$ cat config.mk
export PLATFORM = sky130hd
export DESIGN_NAME = friend_of_friend_recommender
export DESIGN_NICKNAME = d
export VERILOG_FILES = /design/src/rtl/fofr_pkg.sv /design/src/rtl/fofr_id_mem.sv /design/src/rtl/fofr_row_mem.sv /design/src/rtl/friend_of_friend_recommender.sv
export SDC_FILE = /design/constraint.sdc
export NUM_CORES = 1
export LEC_CHECK = 0
export ABC_AREA = 0
export ABC_CLOCK_PERIOD_IN_PS = 5300
export BUFFER_PORTS_ARGS = -buffer_cell sky130_fd_sc_hd__buf_2
export CAP_MARGIN = 30
export CORE_MARGIN = 2
export CORE_UTILIZATION = 45
export DETAILED_ROUTE_END_ITERATION = 8
export SYNTH_ARGS = -nofsm -noshare
export SYNTH_HDL_FRONTEND = slang
export SYNTH_SLANG_ARGS = --single-unit
$ cat constraint.sdc
create_clock -name clk -period 5.3 [get_ports clk]
set_input_delay 1.59 -clock clk [delete_from_list [all_inputs] [get_ports clk]]
set_output_delay 1.59 -clock clk [all_outputs]
set_load 0.1 [all_outputs]
$ cat src/rtl/fofr_pkg.sv
`timescale 1ns / 1ps
package fofr_pkg;

  typedef enum logic [1:0] {
    CMD_ADD_PLAYER = 2'd0,
    CMD_ADD_EDGE   = 2'd1,
    CMD_RECOMMEND  = 2'd2,
    CMD_UNUSED     = 2'd3
  } cmd_t;

  typedef enum logic [1:0] {
    ST_DONE    = 2'd0,
    ST_UNKNOWN = 2'd1,
    ST_FULL    = 2'd2,
    ST_REC     = 2'd3
  } status_t;

  typedef enum logic [3:0] {
    S_IDLE,
    S_LOOK,
    S_LOOK_WAIT,
    S_EDGE_A,
    S_EDGE_B,
    S_SRC_RD,
    S_SRC_WAIT,
    S_FRIEND,
    S_FRIEND_WAIT,
    S_SEL,
    S_EMIT,
    S_RESP
  } fsm_t;

  localparam int unsigned ID_W     = 16;
  localparam int unsigned SCORE_W  = 5;
  localparam int unsigned TOP_W    = 4;
  localparam int unsigned REG_TOP  = 0;
  localparam logic [TOP_W-1:0] TOP_RESET = 4'd3;

endpackage

$ cat src/rtl/fofr_id_mem.sv
`timescale 1ns / 1ps
module fofr_id_mem #(
  parameter int unsigned DEPTH = 16,
  parameter int unsigned AW    = 4
) (
  input  logic                        clk,
  input  logic                        we,
  input  logic [AW-1:0]               waddr,
  input  logic [fofr_pkg::ID_W-1:0]   wdata,
  input  logic [AW-1:0]               raddr,
  output logic [fofr_pkg::ID_W-1:0]   rdata
);

  logic [fofr_pkg::ID_W-1:0] mem [DEPTH];

  always_ff @(posedge clk) begin
    if (we) begin
      mem[waddr] <= wdata;
    end
    rdata <= mem[raddr];
  end

endmodule

$ cat src/rtl/fofr_row_mem.sv
`timescale 1ns / 1ps
module fofr_row_mem #(
  parameter int unsigned DEPTH = 16,
  parameter int unsigned AW    = 4
) (
  input  logic             clk,
  input  logic             we,
  input  logic [AW-1:0]    waddr,
  input  logic [DEPTH-1:0] wdata,
  input  logic [AW-1:0]    raddr,
  output logic [DEPTH-1:0] rdata
);

  // rows are always written (zeroed) when their slot is allocated, so no clear pass
  logic [DEPTH-1:0] mem [DEPTH];

  always_ff @(posedge clk) begin
    if (we) begin
      mem[waddr] <= wdata;
    end
    rdata <= mem[raddr];
  end

endmodule

$ cat src/rtl/friend_of_friend_recommender.sv
`timescale 1ns / 1ps
// Friend-of-friend recommender. One command is handled at a time. Add player writes
// the id and a zeroed row into the next free slot. Add edge does an id lookup over the
// filled slots, then a read-modify-write of both rows. Recommend does the lookup, the
// source row read and the friend row walk, then one selection pass over the filled
// slots for each recommendation. Stalls on the result channel hold the reply states
// until the result register is free. Ids and neighbor rows sit in two single-port-read
// memories with registered reads. Each result waits in an output register; in_stall is
// high while a command is in progress, and the next command can be taken while the last
// result still waits.
module friend_of_friend_recommender #(
  parameter int unsigned MAX_PLAYERS = 16,
  parameter int unsigned MAX_TOP     = 8
) (
  input  logic                          clk,
  input  logic                          rst_n,
  input  logic                          in_valid,
  output logic                          in_stall,
  input  logic [1:0]                    in_cmd,
  input  logic [fofr_pkg::ID_W-1:0]     in_id_a,
  input  logic [fofr_pkg::ID_W-1:0]     in_id_b,
  output logic                          out_valid,
  input  logic                          out_stall,
  output logic [1:0]                    out_status,
  output logic [fofr_pkg::ID_W-1:0]     out_rec_id,
  output logic [fofr_pkg::SCORE_W-1:0]  out_rec_score,
  output logic                          out_last,
  input  logic                          psel,
  input  logic                          penable,
  input  logic                          pwrite,
  input  logic [2:0]                    paddr,
  input  logic [31:0]                   pwdata,
  output logic [31:0]                   prdata,
  output logic                          pready
);

  localparam int unsigned AW = (MAX_PLAYERS > 1) ? $clog2(MAX_PLAYERS) : 1;
  localparam int unsigned CW = $clog2(MAX_PLAYERS + 1);
  localparam int unsigned NW = $clog2(MAX_TOP + 1);
  localparam logic [CW-1:0] FULL = CW'(MAX_PLAYERS);

  // config
  logic [fofr_pkg::TOP_W-1:0] top_r;
  logic cfg_wr;
  assign pready = 1'b1;
  assign cfg_wr = psel && penable && pwrite;
  assign prdata = (paddr[2] == 1'b0) ? {28'd0, top_r} : 32'd0;

  always_ff @(posedge clk) begin
    if (!rst_n) begin
      top_r <= fofr_pkg::TOP_RESET;
    end else if (cfg_wr && paddr[2] == 1'b0) begin
      top_r <= pwdata[fofr_pkg::TOP_W-1:0];
    end
  end

  logic [NW-1:0] limit;
  assign limit = (32'(top_r) > MAX_TOP) ? NW'(MAX_TOP) : NW'(top_r);

  // memories
  logic                      id_we;
  logic [AW-1:0]             id_waddr, id_raddr;
  logic [fofr_pkg::ID_W-1:0] id_wdata, id_rdata;
  logic                      row_we;
  logic [AW-1:0]             row_waddr, row_raddr;
  logic [MAX_PLAYERS-1:0]    row_wdata, row_rdata;

  fofr_id_mem #(.DEPTH(MAX_PLAYERS), .AW(AW)) u_ids (
    .clk(clk), .we(id_we), .waddr(id_waddr), .wdata(id_wdata),
    .raddr(id_raddr), .rdata(id_rdata)
  );
  fofr_row_mem #(.DEPTH(MAX_PLAYERS), .AW(AW)) u_rows (
    .clk(clk), .we(row_we), .waddr(row_waddr), .wdata(row_wdata),
    .raddr(row_raddr), .rdata(row_rdata)
  );

  fofr_pkg::fsm_t state_r, state_nxt;
  logic [CW-1:0] count_r, count_nxt;
  logic [1:0]    cmd_r, cmd_nxt;
  logic [fofr_pkg::ID_W-1:0] ida_r, ida_nxt, idb_r, idb_nxt;
  logic [CW-1:0] ptr_r, ptr_nxt;     // walk position
  logic          fa_r, fa_nxt, fb_r, fb_nxt;
  logic [AW-1:0] sa_r, sa_nxt, sb_r, sb_nxt;
  logic [MAX_PLAYERS-1:0] srow_r, srow_nxt, skip_r, skip_nxt, taken_r, taken_nxt;
  logic [fofr_pkg::SCORE_W-1:0] score_r [MAX_PLAYERS];
  logic [fofr_pkg::SCORE_W-1:0] score_nxt [MAX_PLAYERS];
  logic          bfound_r, bfound_nxt;
  logic [AW-1:0] best_r, best_nxt;
  logic [fofr_pkg::SCORE_W-1:0] bscore_r, bscore_nxt;
  logic [NW-1:0] n_r, n_nxt;
  logic [1:0]    pst_r, pst_nxt;     // status of the single-result reply
  logic          ov_r, ov_nxt, olast_r, olast_nxt;
  logic [1:0]    ost_r, ost_nxt;
  logic [fofr_pkg::ID_W-1:0]    oid_r, oid_nxt;
  logic [fofr_pkg::SCORE_W-1:0] osc_r, osc_nxt;

  assign in_stall      = (state_r != fofr_pkg::S_IDLE);
  assign out_valid     = ov_r;
  assign out_status    = ost_r;
  assign out_rec_id    = oid_r;
  assign out_rec_score = osc_r;
  assign out_last      = olast_r;

  logic out_free;
  assign out_free = !ov_r || !out_stall;

  logic [AW-1:0] ptr_a;
  assign ptr_a = ptr_r[AW-1:0];

  // slots still carrying a nonzero score
  logic [MAX_PLAYERS-1:0] remain_mask;
  always_comb begin
    for (int c = 0; c < MAX_PLAYERS; c++) begin
      remain_mask[c] = (score_r[c] != '0) && (CW'(c) < count_r);
    end
  end

  always_comb begin
    state_nxt = state_r;
    count_nxt = count_r;
    cmd_nxt = cmd_r; ida_nxt = ida_r; idb_nxt = idb_r;
    ptr_nxt = ptr_r;
    fa_nxt = fa_r; fb_nxt = fb_r; sa_nxt = sa_r; sb_nxt = sb_r;
    srow_nxt = srow_r; skip_nxt = skip_r; taken_nxt = taken_r;
    score_nxt = score_r;
    bfound_nxt = bfound_r; best_nxt = best_r; bscore_nxt = bscore_r;
    n_nxt = n_r;
    pst_nxt = pst_r;
    ov_nxt = ov_r && out_stall;
    ost_nxt = ost_r; oid_nxt = oid_r; osc_nxt = osc_r; olast_nxt = olast_r;
    id_we = 1'b0; id_waddr = count_r[AW-1:0]; id_wdata = ida_r;
    id_raddr = ptr_a;
    row_we = 1'b0; row_waddr = count_r[AW-1:0]; row_wdata = '0;
    row_raddr = ptr_a;

    case (state_r)
      fofr_pkg::S_IDLE: begin
        if (in_valid && !in_stall) begin
          cmd_nxt = in_cmd; ida_nxt = in_id_a; idb_nxt = in_id_b;
          ptr_nxt = '0; fa_nxt = 1'b0; fb_nxt = 1'b0;
          case (fofr_pkg::cmd_t'(in_cmd))
            fofr_pkg::CMD_ADD_PLAYER: begin
              if (count_r >= FULL) begin
                pst_nxt = fofr_pkg::ST_FULL;
              end else begin
                id_we = 1'b1; id_wdata = in_id_a;
                row_we = 1'b1; row_wdata = '0;
                count_nxt = count_r + 1'b1;
                pst_nxt = fofr_pkg::ST_DONE;
              end
              state_nxt = fofr_pkg::S_RESP;
            end
            fofr_pkg::CMD_ADD_EDGE, fofr_pkg::CMD_RECOMMEND: begin
              state_nxt = fofr_pkg::S_LOOK;
            end
            default: begin
              pst_nxt = fofr_pkg::ST_UNKNOWN;
              state_nxt = fofr_pkg::S_RESP;
            end
          endcase
        end
      end
      fofr_pkg::S_LOOK: begin
        // issue id read at ptr, or finish the walk
        if (ptr_r >= count_r) begin
          if (!fa_r || (cmd_r == fofr_pkg::CMD_ADD_EDGE && !fb_r)) begin
            pst_nxt = fofr_pkg::ST_UNKNOWN;
            state_nxt = fofr_pkg::S_RESP;
          end else if (cmd_r == fofr_pkg::CMD_ADD_EDGE) begin
            row_raddr = sa_r;
            state_nxt = fofr_pkg::S_EDGE_A;
          end else begin
            row_raddr = sa_r;
            state_nxt = fofr_pkg::S_SRC_WAIT;
          end
        end else begin
          state_nxt = fofr_pkg::S_LOOK_WAIT;
        end
      end
      fofr_pkg::S_LOOK_WAIT: begin
        if (!fa_r && id_rdata == ida_r) begin
          fa_nxt = 1'b1; sa_nxt = ptr_a;
        end
        if (!fb_r && id_rdata == idb_r) begin
          fb_nxt = 1'b1; sb_nxt = ptr_a;
        end
        ptr_nxt = ptr_r + 1'b1;
        state_nxt = fofr_pkg::S_LOOK;
      end
      fofr_pkg::S_EDGE_A: begin
        // row a arrives; write it, then read row b
        row_we = 1'b1; row_waddr = sa_r;
        row_wdata = row_rdata | (MAX_PLAYERS'(1) << sb_r);
        state_nxt = fofr_pkg::S_SRC_RD;
      end
      fofr_pkg::S_SRC_RD: begin
        row_raddr = sb_r;
        state_nxt = fofr_pkg::S_EDGE_B;
      end
      fofr_pkg::S_EDGE_B: begin
        row_we = 1'b1; row_waddr = sb_r;
        row_wdata = row_rdata | (MAX_PLAYERS'(1) << sa_r);
        pst_nxt = fofr_pkg::ST_DONE;
        state_nxt = fofr_pkg::S_RESP;
      end
      fofr_pkg::S_SRC_WAIT: begin
        srow_nxt = row_rdata;
        skip_nxt = row_rdata | (MAX_PLAYERS'(1) << sa_r);
        for (int c = 0; c < MAX_PLAYERS; c++) begin
          score_nxt[c] = '0;
        end
        taken_nxt = '0;
        ptr_nxt = '0;
        state_nxt = fofr_pkg::S_FRIEND;
      end
      fofr_pkg::S_FRIEND: begin
        if (ptr_r >= count_r) begin
          ptr_nxt = '0; n_nxt = '0; bfound_nxt = 1'b0;
          if (limit == '0) begin
            pst_nxt = fofr_pkg::ST_DONE;
            state_nxt = fofr_pkg::S_RESP;
          end else begin
            state_nxt = fofr_pkg::S_SEL;
          end
        end else if (srow_r[ptr_a]) begin
          state_nxt = fofr_pkg::S_FRIEND_WAIT;
        end else begin
          ptr_nxt = ptr_r + 1'b1;
        end
      end
      fofr_pkg::S_FRIEND_WAIT: begin
        for (int c = 0; c < MAX_PLAYERS; c++) begin
          if (row_rdata[c] && !skip_r[c] && CW'(c) < count_r && score_r[c] != '1) begin
            score_nxt[c] = score_r[c] + 1'b1;
          end
        end
        ptr_nxt = ptr_r + 1'b1;
        state_nxt = fofr_pkg::S_FRIEND;
      end
      fofr_pkg::S_SEL: begin
        // one slot per cycle; tracks the best by its index, then reads its id at the end of the pass
        if (ptr_r >= count_r) begin
          if (!bfound_r) begin
            if (n_r == '0) begin
              pst_nxt = fofr_pkg::ST_DONE;
              state_nxt = fofr_pkg::S_RESP;
            end else begin
              state_nxt = fofr_pkg::S_IDLE;
            end
          end else begin
            id_raddr = best_r;
            state_nxt = fofr_pkg::S_EMIT;
          end
        end else begin
          if (!taken_r[ptr_a] && score_r[ptr_a] != '0 &&
              (!bfound_r || score_r[ptr_a] > bscore_r)) begin
            bfound_nxt = 1'b1; best_nxt = ptr_a; bscore_nxt = score_r[ptr_a];
          end
          ptr_nxt = ptr_r + 1'b1;
        end
      end
      fofr_pkg::S_EMIT: begin
        // keep the id read on the best slot while the output is blocked
        id_raddr = best_r;
        if (out_free) begin
          ov_nxt = 1'b1;
          ost_nxt = fofr_pkg::ST_REC;
          oid_nxt = id_rdata;
          osc_nxt = bscore_r;
          taken_nxt = taken_r | (MAX_PLAYERS'(1) << best_r);
          n_nxt = n_r + 1'b1;
          if (32'(n_r) + 1 == 32'(limit) ||
              ((taken_nxt | ~remain_mask) == '1)) begin
            olast_nxt = 1'b1;
            state_nxt = fofr_pkg::S_IDLE;
          end else begin
            olast_nxt = 1'b0;
            ptr_nxt = '0; bfound_nxt = 1'b0;
            state_nxt = fofr_pkg::S_SEL;
          end
        end
      end
      fofr_pkg::S_RESP: begin
        if (out_free) begin
          ov_nxt = 1'b1; olast_nxt = 1'b1;
          ost_nxt = pst_r;
          oid_nxt = '0; osc_nxt = '0;
          state_nxt = fofr_pkg::S_IDLE;
        end
      end
      default: state_nxt = fofr_pkg::S_IDLE;
    endcase
  end

  always_ff @(posedge clk) begin
    if (!rst_n) begin
      state_r <= fofr_pkg::S_IDLE;
      count_r <= '0;
      ov_r    <= 1'b0;
    end else begin
      state_r <= state_nxt;
      count_r <= count_nxt;
      ov_r    <= ov_nxt;
    end
  end

  always_ff @(posedge clk) begin
    cmd_r <= cmd_nxt; ida_r <= ida_nxt; idb_r <= idb_nxt;
    ptr_r <= ptr_nxt;
    fa_r <= fa_nxt; fb_r <= fb_nxt; sa_r <= sa_nxt; sb_r <= sb_nxt;
    srow_r <= srow_nxt; skip_r <= skip_nxt; taken_r <= taken_nxt;
    score_r <= score_nxt;
    bfound_r <= bfound_nxt; best_r <= best_nxt; bscore_r <= bscore_nxt;
    n_r <= n_nxt;
    pst_r <= pst_nxt;
    ost_r <= ost_nxt; oid_r <= oid_nxt; osc_r <= osc_nxt; olast_r <= olast_nxt;
  end

`ifndef SYNTHESIS
  a_out_hold: assert property (@(posedge clk) disable iff (!rst_n)
    out_valid && out_stall |=> out_valid && $stable(out_rec_id))
    else $error("result changed while stalled");
  a_count_max: assert property (@(posedge clk) disable iff (!rst_n)
    count_r <= FULL)
    else $error("player count overflow");
  a_rec_score: assert property (@(posedge clk) disable iff (!rst_n)
    out_valid && out_status == fofr_pkg::ST_REC |-> out_rec_score != '0)
    else $error("zero-score recommendation");
`endif

endmodule
==> summary.md <==
| Metric | Value |
|---|---|
| Result of the run | `finished clean` |
| Post-synth cell types | `between 60 and 70` |
| HPWL after detailed placement | `between 50000 and 60000 um` |
| TritonCTS buffer count | `84` |
| Global-route wire length before repair | `~130000 um` |
| Type of the worst setup path | `flop to flop` |
| Power per unit of standard cell area | `about 540 mW/mm^2` |
| Top Registers | `u_ids.mem (256), u_rows.mem (256), score_r (80)` |
| Placement Rows | `100` |
| Proportion of synthesized chip area in sequential cells | `around 67%` |
| Ports | `about 140` |
| Later-pin clock latency in the skew report | `~0.64 ns` |
| Shortest clock period the worst path allows after layout | `about 4.3 ns` |
| Pleak | `14.2 nW` |
| Fraction of final layout cells sized beyond drive strength 1 | `between 15 and 20%` |
| Post-route fraction of the period consumed by the critical path | `around four fifths` |
| Syn. warnings | `0` |
| Die X | `around 280 um` |
| Worst slew pin tran | `1.06 ns` |
| Data arrival time of the worst path | `between 4 and 5 ns` |
| Initial Util | `between 40% and 50%` |
| Number of synthesized flops with an enable pin | `about 730` |
| Residual overflow from global routing | `0` |
| Initial detailed-routing violation count | `2279` |
| Worst Clk Skew | `about 0.015 ns` |
| Fraction of registers with async set/reset | `0%` |
| Peak clock frequency supported by timing | `between 200 and 250 MHz` |
| DR vias | `around 21000` |
| Iteration count of the initial detailed-routing pass | `5` |
| Clock transition at the registers of the reported paths | `~0.060 ns` |
| Peak supply drop | `about 0.35 mV` |
| Sum Neg Setup Slack | `0 ns` |
| Total count of max-transition violations in the final report | `0` |
| Total of buffers placed on input and output ports | `75` |
| Layout overhead on the synthesized area | `14.2%` |
| Worst hold slack | `0.510 ns` |
| RePlAce Congestion | `approximately 0.90` |
| Combined global-route utilization of all metal layers | `about 22%` |
| Final setup vio count | `0` |
| Area of the die | `0.0774 mm^2` |
| Post-Route WL | `86400 um` |
| Area of the core | `about 0.074 mm^2` |
| Most used flip-flop cell after synthesis | `sky130_fd_sc_hd__edfxtp_1` |
| Die height | `278 um` |
| Worst Path Max Fanout | `48` |
| H-tree depth | `3` |
| Remaining design rule violation count | `0` |
| Fillers | `6140` |
| Worst min-delay path category | `flop to flop` |
| Post-synthesis instance area | `roughly 0.034 mm^2` |
| Number of post-CTS setup repair buffers | `0` |
| Detailed-route wire length per cell | `24.4 um` |
| Number of antenna violations at the first check in global routing | `1` |
| Setup WS pre-CTS | `1.02 ns` |
| Vias per std cell | `around 5.8` |
| Relative slew slack | `28.8%` |
| Launching element type of the critical path | `flop` |
| NumNets Final | `about 2600` |
| Synthesized area divided by synthesized cell count | `14.4 um^2` |
| TritonCTS clock tree | `built` |
| Crit path required time | `between 5 and 6 ns` |
| Final Worst Setup Slack | `between 1 and 1.5 ns` |
| Number of buffers between clock root and the deepest sink | `3` |
| Clock root cell | `sky130_fd_sc_hd__clkbuf_16` |
| Critical path endpoint category | `flop` |
| Hold depth | `1` |
| Maximum number of pins on one net before global-route repair | `about 50` |
| DRT antenna net count | `0` |
| Total inserted antenna cells | `0` |
| Number of maximum-capacitance constraint violations | `0` |
| Post_cts resized | `0` |
| Hold buffer count at cts | `0` |
| Via count of the first global-routing pass | `a little over 20000` |
| Cell count after synthesis | `between 2000 and 2500` |
| Register bit total from synthesis | `775` |
| Unrepaired setup endpoints after global routing | `false` |
| Number of failing hold endpoints at the final stage | `0` |
| Length in cells of the worst reg-to-reg path | `10` |
| CTS sink cnt | `~780` |
## routing by layer
layer  track usage [%]  vias up  part of all wire [%]
met2              36.6      823                    48
met5                 0        -                 0.023
li1                  -     9271                     -
met3              4.79      155                   8.0
met4              7.39        2                   2.9
met1              29.5    10300                    41
## logic make-up (layout without fill, tap and decap cells)
| logic type | count (synthesis) | after routing | share of synthesized area, % |
|---|---|---|---|
| buffers and inverters | 210 | 400 | 2.77 |
| and+or+nand+nor | 594 | 594 | 8.71 |
| DFF | 775 | 775 | 67.4 |
| muxes | 252 | 252 | 8.87 |
| other | 2 | 29 | 0.0222 |
| adders and majority gates | 66 | 66 | 2.44 |
| xor gates and xnor gates | 73 | 73 | 1.89 |
| AOI/OAI and AO/OA | 381 | 381 | 7.89 |
## worst paths after layout
check / start / endpoint / slack (ns)
setup / recovery: count_r[3] / u_ids.rdata[13] / 1.02
hold / removal: pst_r[0] / out_status[0] / 0.51
setup reg to reg: count_r[3] / u_ids.rdata[13] / 1.02
hold reg to reg: pst_r[0] / out_status[0] / 0.51
## stage by stage
step	power, W	util [%]	area, um^2	std cells
floorplan	0.0125	-	33900	2380
global placement	0.0146	47.9	35700	3371
detailed placement	0.0148	48.0	35800	3380
CTS	0.0208	51.9	38600	3537
global route	0.0216	51.9	38700	3539
finish	0.0207	51.9	38700	3539
## worst max-delay path, stage by stage, from the launching register on
cell and delay [ns]:
sky130_fd_sc_hd__dfxtp_1 0.75, sky130_fd_sc_hd__inv_1 0.23, sky130_fd_sc_hd__ha_1 0.26, sky130_fd_sc_hd__a21o_1 0.17, sky130_fd_sc_hd__a31o_2 0.36, sky130_fd_sc_hd__a31oi_4 0.46
sky130_fd_sc_hd__mux2i_4 0.57, sky130_fd_sc_hd__buf_12 0.38, sky130_fd_sc_hd__mux2i_1 0.28, sky130_fd_sc_hd__o22ai_1 0.10, sky130_fd_sc_hd__or4_1 0.54
## placed cells by master, fill, tap and decap left out, types with 42 or more instances in the layout
cell,count
sky130_fd_sc_hd__a21oi_1,42
sky130_fd_sc_hd__and2_1,58
sky130_fd_sc_hd__and3_1,52
sky130_fd_sc_hd__buf_2,76
sky130_fd_sc_hd__buf_4,103
sky130_fd_sc_hd__clkbuf_16,85
sky130_fd_sc_hd__dfxtp_1,46
sky130_fd_sc_hd__edfxtp_1,729
sky130_fd_sc_hd__ha_1,66
sky130_fd_sc_hd__inv_1,58
sky130_fd_sc_hd__mux2i_1,184
sky130_fd_sc_hd__nand2_1,136
sky130_fd_sc_hd__nand3_1,83
sky130_fd_sc_hd__nor2_1,142
sky130_fd_sc_hd__o211ai_1,49
sky130_fd_sc_hd__o21ai_0,48
sky130_fd_sc_hd__o22ai_1,68
sky130_fd_sc_hd__xor2_1,44
## synth_stat cells, types with 44 or more instances
| cell | number | area [um^2] |
|---|---|---|
| sky130_fd_sc_hd__and2_1 | 58 | 363 |
| sky130_fd_sc_hd__and3_1 | 53 | 332 |
| sky130_fd_sc_hd__clkbuf_1 | 87 | 327 |
| sky130_fd_sc_hd__dfxtp_1 | 46 | 921 |
| sky130_fd_sc_hd__edfxtp_1 | 729 | 21900 |
| sky130_fd_sc_hd__ha_1 | 66 | 826 |
| sky130_fd_sc_hd__inv_1 | 58 | 218 |
| sky130_fd_sc_hd__mux2i_1 | 185 | 1850 |
| sky130_fd_sc_hd__nand2_1 | 137 | 514 |
| sky130_fd_sc_hd__nand3_1 | 83 | 415 |
| sky130_fd_sc_hd__nor2_1 | 157 | 589 |
| sky130_fd_sc_hd__o211ai_1 | 49 | 368 |
| sky130_fd_sc_hd__o21ai_0 | 62 | 310 |
| sky130_fd_sc_hd__o22ai_1 | 68 | 425 |
| sky130_fd_sc_hd__xor2_1 | 44 | 385 |
## cell type report
cell class / count / area (um^2) / share of cell area [%]
inverters: 59 / 221 / 0.573
repair buffers: 184 / 1240 / 3.20
clock buffers: 112 / 2310 / 5.97
well taps: 969 / 1210 / 3.14
multi-input cells: 1395 / 10300 / 26.6
clock inverters: 45 / 579 / 1.50
flip-flops and latches: 775 / 22800 / 59.0
## power by group
group	switching (W)	internal, W	total [W]
registers	0.000516	0.00766	0.00818
clock network	0.00242	0.00362	0.00604
logic	0.00409	0.00242	0.00651
total	0.00703	0.0137	0.0207
No activity file was read; power rests on OpenSTA's default activity.
